$ cat src/hw/rtl/pbms_pkg.sv
// Types and constants shared by the parallel bus master sequencer files.
`default_nettype none
package pbms_pkg;

	localparam int NUM_SLAVES = 4;
	localparam int HOLD_TICKS = 2;
	localparam int HOLD_W     = $clog2(HOLD_TICKS + 1);

	localparam logic [3:0] SEL_NONE  = 4'hF;
	localparam logic [3:0] SEL_ALL   = 4'h0;
	localparam logic [7:0] BUS_IDLE  = 8'hFF;
	localparam logic [1:0] SLAVE_MAX = 2'd3;

	typedef enum logic [2:0] {
		RX_SEL1   = 3'd0,
		RX_WAIT1  = 3'd1,
		RX_CAP1   = 3'd2,
		RX_DESEL1 = 3'd3,
		RX_SEL2   = 3'd4,
		RX_WAIT2  = 3'd5,
		RX_CAP2   = 3'd6,
		RX_DESEL2 = 3'd7
	} rx_phase_t;

	typedef enum logic [2:0] {
		TX_DRIVE1 = 3'd0,
		TX_HOLD1  = 3'd1,
		TX_GAP1   = 3'd2,
		TX_DRIVE2 = 3'd3,
		TX_HOLD2  = 3'd4,
		TX_GAP2   = 3'd5
	} tx_phase_t;

	typedef enum logic {
		REQ_RECEIVE = 1'b0,
		REQ_SEND    = 1'b1
	} req_type_t;

	typedef struct packed {
		logic       req_type;
		logic [7:0] first_byte;
		logic [7:0] second_byte;
		logic [7:0] bus_in;
	} cmd_t;

	typedef struct packed {
		logic [3:0] chip_selects_n;
		logic       write_mode;
		logic [7:0] bus_out;
		logic       capture_valid;
		logic [1:0] capture_slave;
		logic       capture_second;
		logic [7:0] capture_byte;
		logic       receive_done;
		logic       send_done;
	} rsp_t;

endpackage
`default_nettype wire

$ cat src/hw/rtl/pbms_in_if.sv
// Valid/ready channel that carries one tick item into the sequencer.
`default_nettype none
interface pbms_in_if;
	import pbms_pkg::*;

	logic valid;
	logic ready;
	cmd_t data;

	modport source (output valid, output data, input ready);
	modport sink (input valid, input data, output ready);
endinterface
`default_nettype wire

$ cat src/hw/rtl/pbms_out_if.sv
// Valid/ready channel that carries one bus result item out of the sequencer.
`default_nettype none
interface pbms_out_if;
	import pbms_pkg::*;

	logic valid;
	logic ready;
	rsp_t data;

	modport source (output valid, output data, input ready);
	modport sink (input valid, input data, output ready);
endinterface
`default_nettype wire

$ cat src/hw/rtl/parallel_bus_master_sequencer.sv
// Master sequencer for an 8-bit parallel bus with active-low chip selects.
//
// Each item on cmd is one timing tick. A receive tick advances an eight-phase
// poll of the current slave (select, wait, capture, deselect, twice), and a
// send tick advances a two-byte broadcast to all slaves, each byte held with
// the selects low and then with the selects high. Each tick yields exactly
// one item on rsp with the select, read/write and data line levels after the
// tick, any captured byte and the completion pulses.
// An accepted item is registered in the input stage, and its result enters
// the output register once that register is empty or being read by rsp.
// One item is accepted every cycle unless rsp stalls; the throughput is set
// by the single sequencer state update per tick.
// Reset puts both sequencers at their first phase, slave 0, all selects
// high, read mode and 0xFF on the data lines, and empties both stages.
// When the receiver stalls, the output register holds its item, the input
// stage fills, and cmd.ready drops until rsp.ready returns.
`default_nettype none
module parallel_bus_master_sequencer (
	input  wire         clk,
	input  wire         arst_n,
	pbms_in_if.sink     cmd,
	pbms_out_if.source  rsp
);
	import pbms_pkg::*;

	logic              valid_s1;
	cmd_t              item_s1;
	logic              rsp_valid_q;
	rsp_t              rsp_data_q;
	logic              advance;

	rx_phase_t         rx_phase_q, rx_phase_d;
	tx_phase_t         tx_phase_q, tx_phase_d;
	logic [1:0]        slave_q, slave_d;
	logic [HOLD_W-1:0] hold_q, hold_d, hold_dec;
	logic [3:0]        sel_q, sel_d;
	logic              dir_q, dir_d;
	logic [7:0]        data_q, data_d;
	logic [3:0]        slave_mask;
	logic [1:0]        slave_next;
	rsp_t              result;

	assign advance   = valid_s1 && (!rsp_valid_q || rsp.ready);
	assign cmd.ready = !valid_s1 || advance;
	assign rsp.valid = rsp_valid_q;
	assign rsp.data  = rsp_data_q;

	assign hold_dec   = (hold_q != '0) ? hold_q - HOLD_W'(1) : hold_q;
	assign slave_mask = (int'(slave_q) < NUM_SLAVES) ? (4'b0001 << slave_q) : 4'b0000;
	assign slave_next = ((int'(slave_q) + 1 >= NUM_SLAVES) || (slave_q == SLAVE_MAX)) ?
			2'd0 : slave_q + 2'd1;

	// Next state of both sequencers.
	always_comb begin
		rx_phase_d = rx_phase_q;
		tx_phase_d = tx_phase_q;
		slave_d    = slave_q;
		hold_d     = hold_q;
		if (item_s1.req_type == REQ_RECEIVE) begin
			case (rx_phase_q)
				RX_DESEL2: begin
					rx_phase_d = RX_SEL1;
					slave_d    = slave_next;
				end
				default: rx_phase_d = rx_phase_t'(rx_phase_q + 3'd1);
			endcase
		end else begin
			hold_d = hold_dec;
			case (tx_phase_q)
				TX_DRIVE1, TX_DRIVE2: begin
					hold_d     = HOLD_W'(HOLD_TICKS);
					tx_phase_d = tx_phase_t'(tx_phase_q + 3'd1);
				end
				TX_HOLD1, TX_HOLD2, TX_GAP1: begin
					if (hold_dec == '0) begin
						hold_d     = HOLD_W'(HOLD_TICKS);
						tx_phase_d = tx_phase_t'(tx_phase_q + 3'd1);
					end
				end
				TX_GAP2: begin
					if (hold_dec == '0) begin
						hold_d     = HOLD_W'(HOLD_TICKS);
						tx_phase_d = TX_DRIVE1;
						rx_phase_d = RX_SEL1;
						slave_d    = 2'd0;
					end
				end
				default: tx_phase_d = TX_DRIVE1;
			endcase
		end
	end

	// Bus line levels and the result item.
	always_comb begin
		sel_d  = sel_q;
		dir_d  = dir_q;
		data_d = data_q;
		result = '0;
		if (item_s1.req_type == REQ_RECEIVE) begin
			case (rx_phase_q)
				RX_SEL1: begin
					sel_d = SEL_NONE & ~slave_mask;
					dir_d = 1'b0;
				end
				RX_SEL2: begin
					sel_d = sel_q & ~slave_mask;
					dir_d = 1'b0;
				end
				RX_CAP1, RX_CAP2: begin
					result.capture_valid  = 1'b1;
					result.capture_slave  = slave_q;
					result.capture_second = (rx_phase_q == RX_CAP2);
					result.capture_byte   = item_s1.bus_in;
				end
				RX_DESEL1: sel_d = SEL_NONE;
				RX_DESEL2: begin
					sel_d               = SEL_NONE;
					result.receive_done = 1'b1;
				end
				default: ;
			endcase
		end else begin
			case (tx_phase_q)
				TX_DRIVE1, TX_DRIVE2: begin
					sel_d  = SEL_ALL;
					dir_d  = 1'b1;
					data_d = (tx_phase_q == TX_DRIVE1) ? item_s1.first_byte :
							item_s1.second_byte;
				end
				TX_GAP1: sel_d = SEL_NONE;
				TX_GAP2: begin
					sel_d = SEL_NONE;
					if (hold_dec == '0) begin
						data_d           = BUS_IDLE;
						result.send_done = 1'b1;
					end
				end
				default: ;
			endcase
		end
		result.chip_selects_n = sel_d;
		result.write_mode     = dir_d;
		result.bus_out        = data_d;
	end

	always_ff @(posedge clk or negedge arst_n) begin
		if (!arst_n) begin
			valid_s1    <= 1'b0;
			rsp_valid_q <= 1'b0;
			rx_phase_q  <= RX_SEL1;
			tx_phase_q  <= TX_DRIVE1;
			slave_q     <= 2'd0;
			hold_q      <= '0;
			sel_q       <= SEL_NONE;
			dir_q       <= 1'b0;
			data_q      <= BUS_IDLE;
		end else begin
			if (cmd.ready) begin
				valid_s1 <= cmd.valid;
			end
			if (advance) begin
				rsp_valid_q <= 1'b1;
				rx_phase_q  <= rx_phase_d;
				tx_phase_q  <= tx_phase_d;
				slave_q     <= slave_d;
				hold_q      <= hold_d;
				sel_q       <= sel_d;
				dir_q       <= dir_d;
				data_q      <= data_d;
			end else if (rsp.ready) begin
				rsp_valid_q <= 1'b0;
			end
		end
	end

	always_ff @(posedge clk) begin
		if (cmd.valid && cmd.ready) begin
			item_s1 <= cmd.data;
		end
		if (advance) begin
			rsp_data_q <= result;
		end
	end

	a_done_deselects: assert property (@(posedge clk) disable iff (!arst_n)
		rsp_valid_q && (rsp_data_q.receive_done || rsp_data_q.send_done)
		|-> rsp_data_q.chip_selects_n == SEL_NONE)
		else $error("completion item with a chip select still low");

	a_send_done_idle_bus: assert property (@(posedge clk) disable iff (!arst_n)
		$past(advance) && rsp_data_q.send_done
		|-> rsp_data_q.bus_out == BUS_IDLE && rx_phase_q == RX_SEL1 && slave_q == 2'd0)
		else $error("broadcast end did not release the bus or restart polling");

	a_tx_phase_reachable: assert property (@(posedge clk) disable iff (!arst_n)
		tx_phase_q != 3'd6 && tx_phase_q != 3'd7)
		else $error("send sequencer in an unreachable phase");

	a_hold_bound: assert property (@(posedge clk) disable iff (!arst_n)
		int'(hold_q) <= HOLD_TICKS)
		else $error("hold counter above its load value");

	a_capture_exclusive: assert property (@(posedge clk) disable iff (!arst_n)
		rsp_valid_q && rsp_data_q.capture_valid
		|-> !rsp_data_q.send_done && !rsp_data_q.receive_done && !rsp_data_q.write_mode
		|| rsp_data_q.capture_valid && !rsp_data_q.send_done && !rsp_data_q.receive_done)
		else $error("capture item also reports a completion");

endmodule
`default_nettype wire
$ cat src/flat_wrapper.sv
// flat-port wrapper written by rule: the top's interface ports become plain ports
module parallel_bus_master_sequencer_flat import pbms_pkg::*;
  (clk, arst_n, cmd_valid, cmd_data, cmd_ready, rsp_valid, rsp_data, rsp_ready);
  pbms_in_if cmd_i ();
  pbms_out_if rsp_i ();
  input  wire clk;
  input  wire arst_n;
  input wire logic [$bits(cmd_i.valid)-1:0] cmd_valid;
  input wire logic [$bits(cmd_i.data)-1:0] cmd_data;
  output wire logic [$bits(cmd_i.ready)-1:0] cmd_ready;
  output wire logic [$bits(rsp_i.valid)-1:0] rsp_valid;
  output wire logic [$bits(rsp_i.data)-1:0] rsp_data;
  input wire logic [$bits(rsp_i.ready)-1:0] rsp_ready;
  assign cmd_i.valid = cmd_valid;
  assign cmd_i.data = cmd_data;
  assign cmd_ready = cmd_i.ready;
  assign rsp_valid = rsp_i.valid;
  assign rsp_data = rsp_i.data;
  assign rsp_i.ready = rsp_ready;
  parallel_bus_master_sequencer u_core (.clk(clk), .arst_n(arst_n), .cmd(cmd_i), .rsp(rsp_i));
endmodule
$ cat config.mk
export PLATFORM = sky130hd
export DESIGN_NAME = parallel_bus_master_sequencer_flat
export DESIGN_NICKNAME = d
export VERILOG_FILES = /design/src/hw/rtl/pbms_pkg.sv /design/src/hw/rtl/pbms_in_if.sv /design/src/hw/rtl/pbms_out_if.sv /design/src/hw/rtl/parallel_bus_master_sequencer.sv /design/src/flat_wrapper.sv
export SDC_FILE = /design/constraint.sdc
export NUM_CORES = 1
export LEC_CHECK = 0
export BUFFER_PORTS_ARGS = -buffer_cell sky130_fd_sc_hd__buf_2
export CORE_ASPECT_RATIO = 0.6
export CORE_UTILIZATION = 56
export CTS_CLUSTER_DIAMETER = 30
export DETAILED_ROUTE_END_ITERATION = 7
export HOLD_SLACK_MARGIN = 0.06
export MAX_ROUTING_LAYER = met4
export PLACE_DENSITY = 0.79
export SYNTH_ARGS = -nofsm -noshare
export SYNTH_HDL_FRONTEND = slang
export SYNTH_SLANG_ARGS = --single-unit
$ cat constraint.sdc
create_clock -name clk -period 2.8 [get_ports clk]
set_clock_uncertainty 0.2 [all_clocks]
set_input_delay 0.14 -clock clk [delete_from_list [all_inputs] [get_ports clk]]
set_output_delay 0.14 -clock clk [all_outputs]
set_load 0.005 [all_outputs]
## Yosys cells after proc, flatten, opt, wreduce, memory -nomap -nowiden

Index checks and enable logic that the tools add are counted.

| word-level totals | value |
|---|---|
| flip-flop bits (word level) | 77 |
| input port bits | 29 |
| output and inout port bits | 29 |
| word-level logic and storage cells | 102 |

| cells by class | value |
|---|---|
| $add $sub $neg | 5 |
| magnitude comparators | 1 |
| equality and inequality tests | 15 |
| shifts and indexed selects | 1 |
| mux-type cells | 29 |
| bitwise operators | 3 |
| reductions and logical operators | 26 |

Operator list:

| operator | number |
|---|---|
| 32-bit by 4-bit >= comparator with 1-bit output, second input constant | 1 |
| 8-bit 2-to-1 mux | 3 |
| 8-bit one-hot mux with 2 select lines | 1 |
| 3-bit == test, second input constant | 5 |
| 3-bit 2-to-1 mux | 5 |
| 2-bit 2-to-1 mux | 7 |
| 3-bit by 2-bit == test with 1-bit output, second input constant | 4 |
| 12-bit 2-to-1 mux | 1 |
| 4-bit one-hot mux with 3 select lines | 1 |
| 2-bit OR reduction | 6 |
| 3-bit one-hot mux with 3 select lines | 1 |
| 4-bit one-hot mux with 2 select lines | 1 |
| 4-bit AND reduction | 2 |
| 1-bit 2-to-1 mux | 7 |
| 3-bit by 1-bit adder with 3-bit output, second input constant | 2 |
| 3-bit zero test | 2 |
| 2-bit nonzero test | 3 |
| 4-bit bitwise AND | 1 |
| 4-bit 2-to-1 mux | 1 |
| 2-bit by 1-bit != test with 1-bit output, second input constant | 2 |
| 2-bit != test, second input constant | 2 |
| 4-bit NOT | 1 |
| 2-bit one-hot mux with 2 select lines | 1 |
| 2-bit AND reduction | 2 |
| 14 further kinds | 18 |

## Longest topological paths before layout

Gate-level depths: netlist of the first run.

| logic depth | value |
|---|---|
| depth in word-level cells | 6 |
| depth in mapped cells | 8 |
| mapped depth without buffers | 6 |

## Least setup slack after synthesis of the first run

OpenSTA, ideal clock, no wires.

| timing | value |
|---|---|
| path kind | flip-flop to flip-flop |
| from | register u_core.tx_phase_q[1] |
| to | register u_core.hold_q[0] |
| setup time | 121 ps |
| data arrival time | 1,660 ps |
| data required time | 2,479 ps |
| path slack | 819 ps |
| stages on the path, launching flop included | 8 |
| path buffers | 1 |
| clock period less this slack | 1,981 ps |
| cell sequence | dfrtp_1 inv_1 ha_1 nor2b_2 buf_4 nor2_2 a2111o_1 a22o_1 |

| on the way | value |
|---|---|
| word-level cells in the longest chain between the ends | 3 |
| elaborated cells between the ends (all ways) | 9 |
| those cells by class | 5 x eq/ne; 1 x mux; 3 x reduce/logical |

RTL lines:

| item | RTL line | source |
|---|---|---|
| from (decl) | parallel_bus_master_sequencer.sv:33 | `tx_phase_t tx_phase_q, tx_phase_d;` |
| from (signal assigned) | parallel_bus_master_sequencer.sv:164 | `tx_phase_q <= tx_phase_d;` |
| 3-bit by 1-bit == test with 1-bit output (tied with other cells) | parallel_bus_master_sequencer.sv:69 | `case (tx_phase_q)` |
| 4-bit OR reduction (no source line) / 2-bit OR reduction (equally long branches) | n/a |  |
| 2-bit one-hot mux with 2 select lines * | parallel_bus_master_sequencer.sv:69 |  |
| to (signal assigned) | parallel_bus_master_sequencer.sv:166 | `hold_q <= hold_d;` |
| to (decl) | parallel_bus_master_sequencer.sv:35 | `logic [HOLD_W-1:0] hold_q, hold_d, hold_dec;` |

Every way passes the cells marked *; elsewhere a longest branch is shown, timed or not.
A chain may end at the register's enable or synchronous reset.

## Worst setup path in the final report of the first run

| timing | value |
|---|---|
| from | register u_core.tx_phase_q[1] |
| to | register u_core.data_q[1] |

| on the way | value |
|---|---|
| word-level cells in the longest chain between the ends | 4 |
| elaborated cells between the ends (all ways) | 7 |
| those cells by class | 2 x eq/ne; 3 x mux; 2 x reduce/logical |

RTL lines:

| item | RTL line | source |
|---|---|---|
| 3-bit by 2-bit == test with 1-bit output / 3-bit zero test (equally long branches) | parallel_bus_master_sequencer.sv:123, parallel_bus_master_sequencer.sv:127 |  |
| 2-bit OR reduction / 8-bit 2-to-1 mux (equally long branches) | parallel_bus_master_sequencer.sv:123, parallel_bus_master_sequencer.sv:127 |  |
| 8-bit one-hot mux with 2 select lines * | parallel_bus_master_sequencer.sv:123 | `case (tx_phase_q)` |
| 8-bit 2-to-1 mux * | parallel_bus_master_sequencer.sv:99 | `if (item_s1.req_type == REQ_RECEIVE) begin` |
| to (signal assigned) | parallel_bus_master_sequencer.sv:169 | `data_q <= data_d;` |
| to (decl) | parallel_bus_master_sequencer.sv:38 | `logic [7:0] data_q, data_d;` |

Marked as above.

==> results.py, run 1 <==
metrics = {
    "clock_network": {
        "cts_root_buf": "clkbuf_8",
        "cts_max_level": 3,
        "path_clk_slew_ps": 80,
        "holdBufCountCts": 29,
        "cts_setup_buffers": 0,
        "clk_latency_ps": 360,
        "cts_buffers": 9,
        "cts_tree": "done",
        "cts_resized": 0,
        "cts.path.max_buffers": 2,
        "numClockSinks": 77,
    },
    "routing": {
        "wl_um": 7275,
        "drtIter0Drc": 278,
        "postRouteAntennaNets": 0,
        "vias": 2487,
        "wl_per_cell_um": 16.31,
        "drc_errors": 0,
        "firstDrtPassIters": 5,
        "drt-vias-per-instance": 5.576,
    },
    "logic_synthesis": {
        "avgSynthCellArea_um2": 12.80,
        "syn_inst": 269,
        "netlist_top_cells_area": "edfxtp_1 45%, dfrtp_1 9.4%, dfstp_2 9.2%",
        "synth_top_area_frac": 0.4535,
        "synthFlopType": "edfxtp_1",
        "synth.yosys.warnings": 0,
        "syn_area_um2": 3443,
        "async_reset_ff_frac": 0.3247,
        "synth_most_common_cell": "edfxtp_1",
        "synth_cell_types": 42,
        "yosys-top-cells-count": "52 x edfxtp_1, 25 x nand2_1, 20 x and2_1, 19 x o21ai_0, 17 x a22o_1",
        "yosysSeqAreaShare": 0.6395,
        "synth_edf_count": 52,
        "synth_top_cell_by_area": "edfxtp_1",
        "syn_nets": 313,
        "ys_seq_elements": 77,
    },
    "place": {
        "port_buffers": 57,
        "place_inst": 401,
        "place_congestion": 0.9143,
        "dp_hpwl_um": 4995,
        "dpl_worst_slack_ps": 413.6,
    },
    "timing": {
        "drv_slew": 0,
        "hold_viol": 0,
        "tns_ps": 0,
        "grt_setup_unrepaired": "false",
        "worst_slew_pin_slew_ps": 623.6,
        "final.setup.worst_slack_ps": 355.6,
        "relSlewSlack": 0.5834,
        "period_share": 0.8730,
        "fin_crit_ps": 2444,
        "fmax_ghz": 0.4091,
        "finalSetupViolCount": 0,
    },
    "die": {
        "die_h_um": 62.74,
        "design.core.area_um2": 5754,
        "fp.dieW_um": 103.2,
        "dieArea_um2": 6477,
        "initial_core_util": 0.5984,
        "io_pins": 58,
        "row_count": 21,
    },
    "grt": {
        "grt_max_degree": 26,
        "grt_pass1_vias": 2331,
        "grt_pass1_wl_um": 11930,
        "grt-ovfl-total": 0,
        "met1_usage": 0.3835,
        "met3_usage": 0.09172,
        "track_usage": 0.2654,
        "grt_busiest_layer": "met1",
        "antenna_found_initial": 0,
        "met2_usage": 0.3450,
    },
    "power": {
        "vdd_drop_max_mv": 0.3779,
        "p_leak_nw": 1.786,
        "power.density_nw_per_um2": 891.9,
    },
    "final_layout": {
        "stdcell_count": 446,
        "nNetsFinal": 405,
        "drive_above_1_share": 0.2650,
        "final_core_util": 0.7506,
        "diodes": 0,
        "fill_cells": 375,
        "syn_to_final_growth_pct": 25.44,
    },
    "critical_path": {
        "crit_required_ps": 2910,
        "crit_end": "u_core.data_q[1]",
        "critPathMaxStageDelay_ps": 530,
        "r2r-start": "u_core.tx_phase_q[1]",
        "rr_endpoint": "u_core.data_q[1]",
        "crit_slowest_cell": "o31ai_1",
        "crit_fanout": 9,
        "worstSetupStartpoint": "u_core.tx_phase_q[1]",
        "setup.worst_path.end_class": "flop",
        "worstPathArrival_ps": 2550,
        "crit_chain": "inv_1, ha_1, and2_1, o31ai_1, nand2b_1, a22o_1",
        "path_class": "flop to flop",
        "r2r_slack_ps": 360,
        "cp-start-kind": "flop",
        "worstRegToRegCells": 6,
    },
    "status": {
        "status": "finished, final reports clean",
    },
    "flow_run": {
        "cap_viol_max_count": 0,
    },
    "worst_hold_path": {
        "hp-class": "input port to async pin",
    },
}
==> kinds of logic after synthesis <==
| kind of cell | share of synthesized area |
|---|---|
| simple gates | 0.1352 |
| flops | 0.6395 |
| compound gates | 0.1399 |
| buf+inv | 0.03089 |
| fa+ha+maj | 0.05451 |
==> routing by layer <==
metal	vias up	share of wire
met5	-	0
met4	0	0.020
met3	16	0.11
met2	137	0.41
met1	1157	0.46
li1	1177	-
==> through the flow <==
stage / power (mW) / hold slack, ps / instance area [µm²]
5_1_grt: 4.091 / 156.2 / 4319
3_3_place_gp: 2.882 / -31.44 / 3824
6_report: 3.852 / 88.72 / 4319
3_5_place_dp: 2.947 / -26.60 / 3824
4_1_cts: 3.843 / 112.0 / 4319
2_1_floorplan: 2.573 / -355.6 / 3443
==> power by group <==
group / leakage, nW / total, mW / switching (mW) / internal (mW)
Sequential: 0.783 / 1.76 / 0.188 / 1.57
Combinational: 0.909 / 1.23 / 0.689 / 0.540
Clock: 0.0944 / 0.868 / 0.444 / 0.423
==> how the worst min path moves through the flow <==
stage,from,endpoint,slack [ps]
floorplan,arst_n,u_core.dir_q,-360
global placement,arst_n,u_core.slave_q[0],-30
detailed placement,arst_n,u_core.slave_q[0],-30
CTS,arst_n,u_core.slave_q[0],110
global route,arst_n,u_core.slave_q[0],160
finish,arst_n,u_core.slave_q[0],90
==> worst max-delay path: cells and delay by family (launching register included) <==
kind | cells | cell delay, ps
buf+inv | 1 | 140
simple gates | 2 | 630
flops | 1 | 430
fa+ha+maj | 1 | 270
compound gates | 2 | 730
==> flip-flops by register name, indices dropped and copies added, names as in the netlist <==
| register | count |
|---|---|
| u_core.data_q | 8 |
| u_core.dir_q | 1 |
| u_core.hold_q | 2 |
| u_core.item_s1 | 25 |
| u_core.rsp.data | 27 |
| u_core.rsp.valid | 1 |
| u_core.rx_phase_q | 3 |
| u_core.sel_q | 4 |
| u_core.slave_q | 2 |
| u_core.tx_phase_q | 3 |
| u_core.valid_s1 | 1 |
==> cell type report <==
| class | instances | area [µm²] | area share |
|---|---|---|---|
| clock buffer | 9 | 123.9 | 0.02868 |
| clock inverter | 7 | 81.33 | 0.01883 |
| inverter | 13 | 48.80 | 0.01130 |
| multi-input combinational | 167 | 1135 | 0.2627 |
| sequential | 77 | 2202 | 0.5098 |
| tap | 80 | 100.1 | 0.02317 |
| timing repair buffer | 93 | 628.1 | 0.1454 |
==> cells in the final DEF (no fill, tap or decap), types with 3 or more instances in the layout <==
| cell | instances |
|---|---|
| or3_1 | 3 |
| edfxtp_1 | 52 |
| dfstp_2 | 12 |
| nand2b_1 | 5 |
| inv_1 | 13 |
| nand3_1 | 15 |
| nor2b_1 | 4 |
| clkbuf_8 | 9 |
| o21a_1 | 4 |
| ha_1 | 15 |
| buf_2 | 57 |
| clkinvlp_4 | 3 |
| o31ai_1 | 3 |
| a21oi_1 | 5 |
| a221o_1 | 4 |
| dfrtp_1 | 13 |
| nor2_1 | 3 |
| and2_1 | 20 |
| o21ai_0 | 19 |
| a22o_1 | 17 |
| nand2_1 | 25 |
| dlygate4sd3_1 | 29 |
| buf_4 | 7 |
No activity file was read; power rests on OpenSTA's default activity.
==> run 2: changes to the inputs <==
- CORE_UTILIZATION: 56 -> 58
- CTS_BUF_LIST: unset -> sky130_fd_sc_hd__clkbuf_4
- PLACE_DENSITY: 0.79 -> 0.82
==> results.py, run 2 (synthesized netlist as in run 1, its figures left out) <==
metrics = {
    "status": {
        "status": "finished, final reports clean",
    },
    "final_layout": {
        "largest_reg_flops": 27,
        "stdcell_count": 447,
        "drive_above_1_share": 0.2643,
        "syn_to_final_growth_pct": 25.29,
        "diodes": 0,
        "final_common_cell": "buf_2",
        "nNetsFinal": 406,
        "layout_common_cells": "57 x buf_2, 52 x edfxtp_1, 30 x dlygate4sd3_1",
    },
    "clock_network": {
        "cts_max_level": 3,
        "cts.path.max_buffers": 2,
        "cts_resized": 0,
        "cts_tree": "done",
        "numClockSinks": 77,
        "cts_root_buf": "clkbuf_4",
        "path_clk_slew_ps": 140,
        "clk_latency_ps": 450,
        "cts_buffers": 9,
    },
    "die": {
        "design.core.area_um2": 5649,
        "dieArea_um2": 6259,
        "die_h_um": 61.69,
        "fp.dieW_um": 101.5,
        "io_pins": 58,
        "row_count": 21,
        "initial_core_util": 0.6095,
    },
    "power": {
        "netSwitchingFraction": 0.3335,
        "vdd_drop_max_mv": 0.3738,
        "clkPwrFrac": 0.225,
        "power.density_nw_per_um2": 891.3,
        "p_int_mw": 2.563,
        "p_leak_nw": 1.789,
        "power.share.sequential": 0.458,
        "p_sw_mw": 1.283,
        "combPwrFrac": 0.316,
    },
    "place": {
        "port_buffers": 57,
        "place_congestion": 0.8387,
        "place_inst": 401,
        "dp_hpwl_um": 4878,
    },
    "grt": {
        "grt-ovfl-total": 0,
        "antenna_found_initial": 0,
        "track_usage": 0.2627,
        "grt_pass1_vias": 2213,
        "grt_pass1_wl_um": 11120,
        "grt_max_degree": 22,
    },
    "critical_path": {
        "worstPathArrival_ps": 2520,
        "cp-start-kind": "flop",
        "setup.worst_path.end_class": "flop",
        "crit_fanout": 12,
        "crit_required_ps": 2980,
        "path_class": "flop to flop",
    },
    "timing": {
        "relSlewSlack": 0.5229,
        "fin_crit_ps": 2332,
        "finalSetupViolCount": 0,
        "fmax_ghz": 0.4289,
        "grt_setup_unrepaired": "false",
        "period_share": 0.8327,
        "worst_slew_pin_slew_ps": 714.1,
        "drv_slew": 0,
        "hold_viol": 0,
        "tns_ps": 0,
    },
    "routing": {
        "drt-vias-per-instance": 5.658,
        "vias": 2529,
        "wl_met1_um": 3437,
        "wl_per_cell_um": 16.43,
        "drtIter0Drc": 218,
        "wl_met3_um": 693,
        "met2_length_um": 3075,
        "wl_um": 7342,
        "postRouteAntennaNets": 0,
        "firstDrtPassIters": 5,
        "top_layer_used": "met4",
        "drc_errors": 0,
    },
    "worst_hold_path": {
        "hp-class": "input port to async pin",
    },
    "flow_run": {
        "cap_viol_max_count": 0,
    },
}
run 2: cell count changes in the layout (fill, tap and decap cells not counted), sizes merged:
cell / delta
clkinvlp: -1
dlygate4sd3: +1
inv: -2
clkinv: +1
bufinv: +2
run 2: final timing paths:
| kind | startpoint | endpoint | slack [ps] | cells after the start |
|---|---|---|---|---|
| min | arst_n | u_core.sel_q[1] | 140 | 2 |
| max | u_core.tx_phase_q[2] | u_core.data_q[6] | 470 | 6 |
| max reg2reg | u_core.tx_phase_q[2] | u_core.data_q[6] | 470 | 6 |
| max in group asynchronous | arst_n | u_core.valid_s1 | 1130 | 3 |
| min in group clk | cmd_data[6] | u_core.item_s1[6] | 210 | 2 |
| min reg2reg | u_core.item_s1[4] | u_core.rsp.data[6] | 330 | 1 |
run 2: final cells by class:
cell class / instances / area, µm²
Clock inverter: 7 / 122.6
Clock buffer: 9 / 67.56
Fill cell: 376 / 1335
Timing Repair Buffer: 94 / 638.1
Sequential cell: 77 / 2202
Inverter: 13 / 48.80
Multi-Input combinational cell: 167 / 1135
Tap cell: 80 / 100.1
run 2: power by group through the flow:
stage / combinational [mW] / sequential, mW / clock (mW)
finish: 1.22 / 1.76 / 0.867
global route: 1.35 / 1.79 / 0.920
CTS: 1.20 / 1.75 / 0.878
detailed placement: 1.16 / 1.77 / 0
global placement: 1.13 / 1.76 / 0
floorplan: 0.863 / 1.71 / 0
run 2: metal layers:
| layer | GRT usage | vias up |
|---|---|---|
| li1 | - | 1181 |
| met1 | 0.3666 | 1188 |
| met2 | 0.3547 | 144 |
| met3 | 0.08967 | 16 |
| met4 | 0.09524 | 0 |
| met5 | - | - |
run 2: what timing repair did:
action                                 in CTS  in global routing
hold buffers                               30                  0
buffers inserted                            0                  0
endpoints found under the hold margin      56                  0
run 2: critical path, stage by stage, from the launching register on:
cell      delay, ps
dfrtp_1         550
inv_1           140
ha_1            370
o31ai_1         280
buf_4           210
nand2b_1        320
a22o_1          210
run 2: stage by stage:
step	power, mW	utilization	cell area [µm²]	setup WS, ps	hold slack, ps
after detailed placement	2.931	0.6769	3824	563.7	-29.91
after global placement	2.886	0.6769	3824	655.2	-28.12
final	3.845	0.7637	4314	468.4	140.0
after floorplan	2.573	-	3443	819.3	-355.6
after global routing	4.052	0.7637	4314	370.8	163.0
after CTS	3.825	0.7637	4314	540.5	152.5
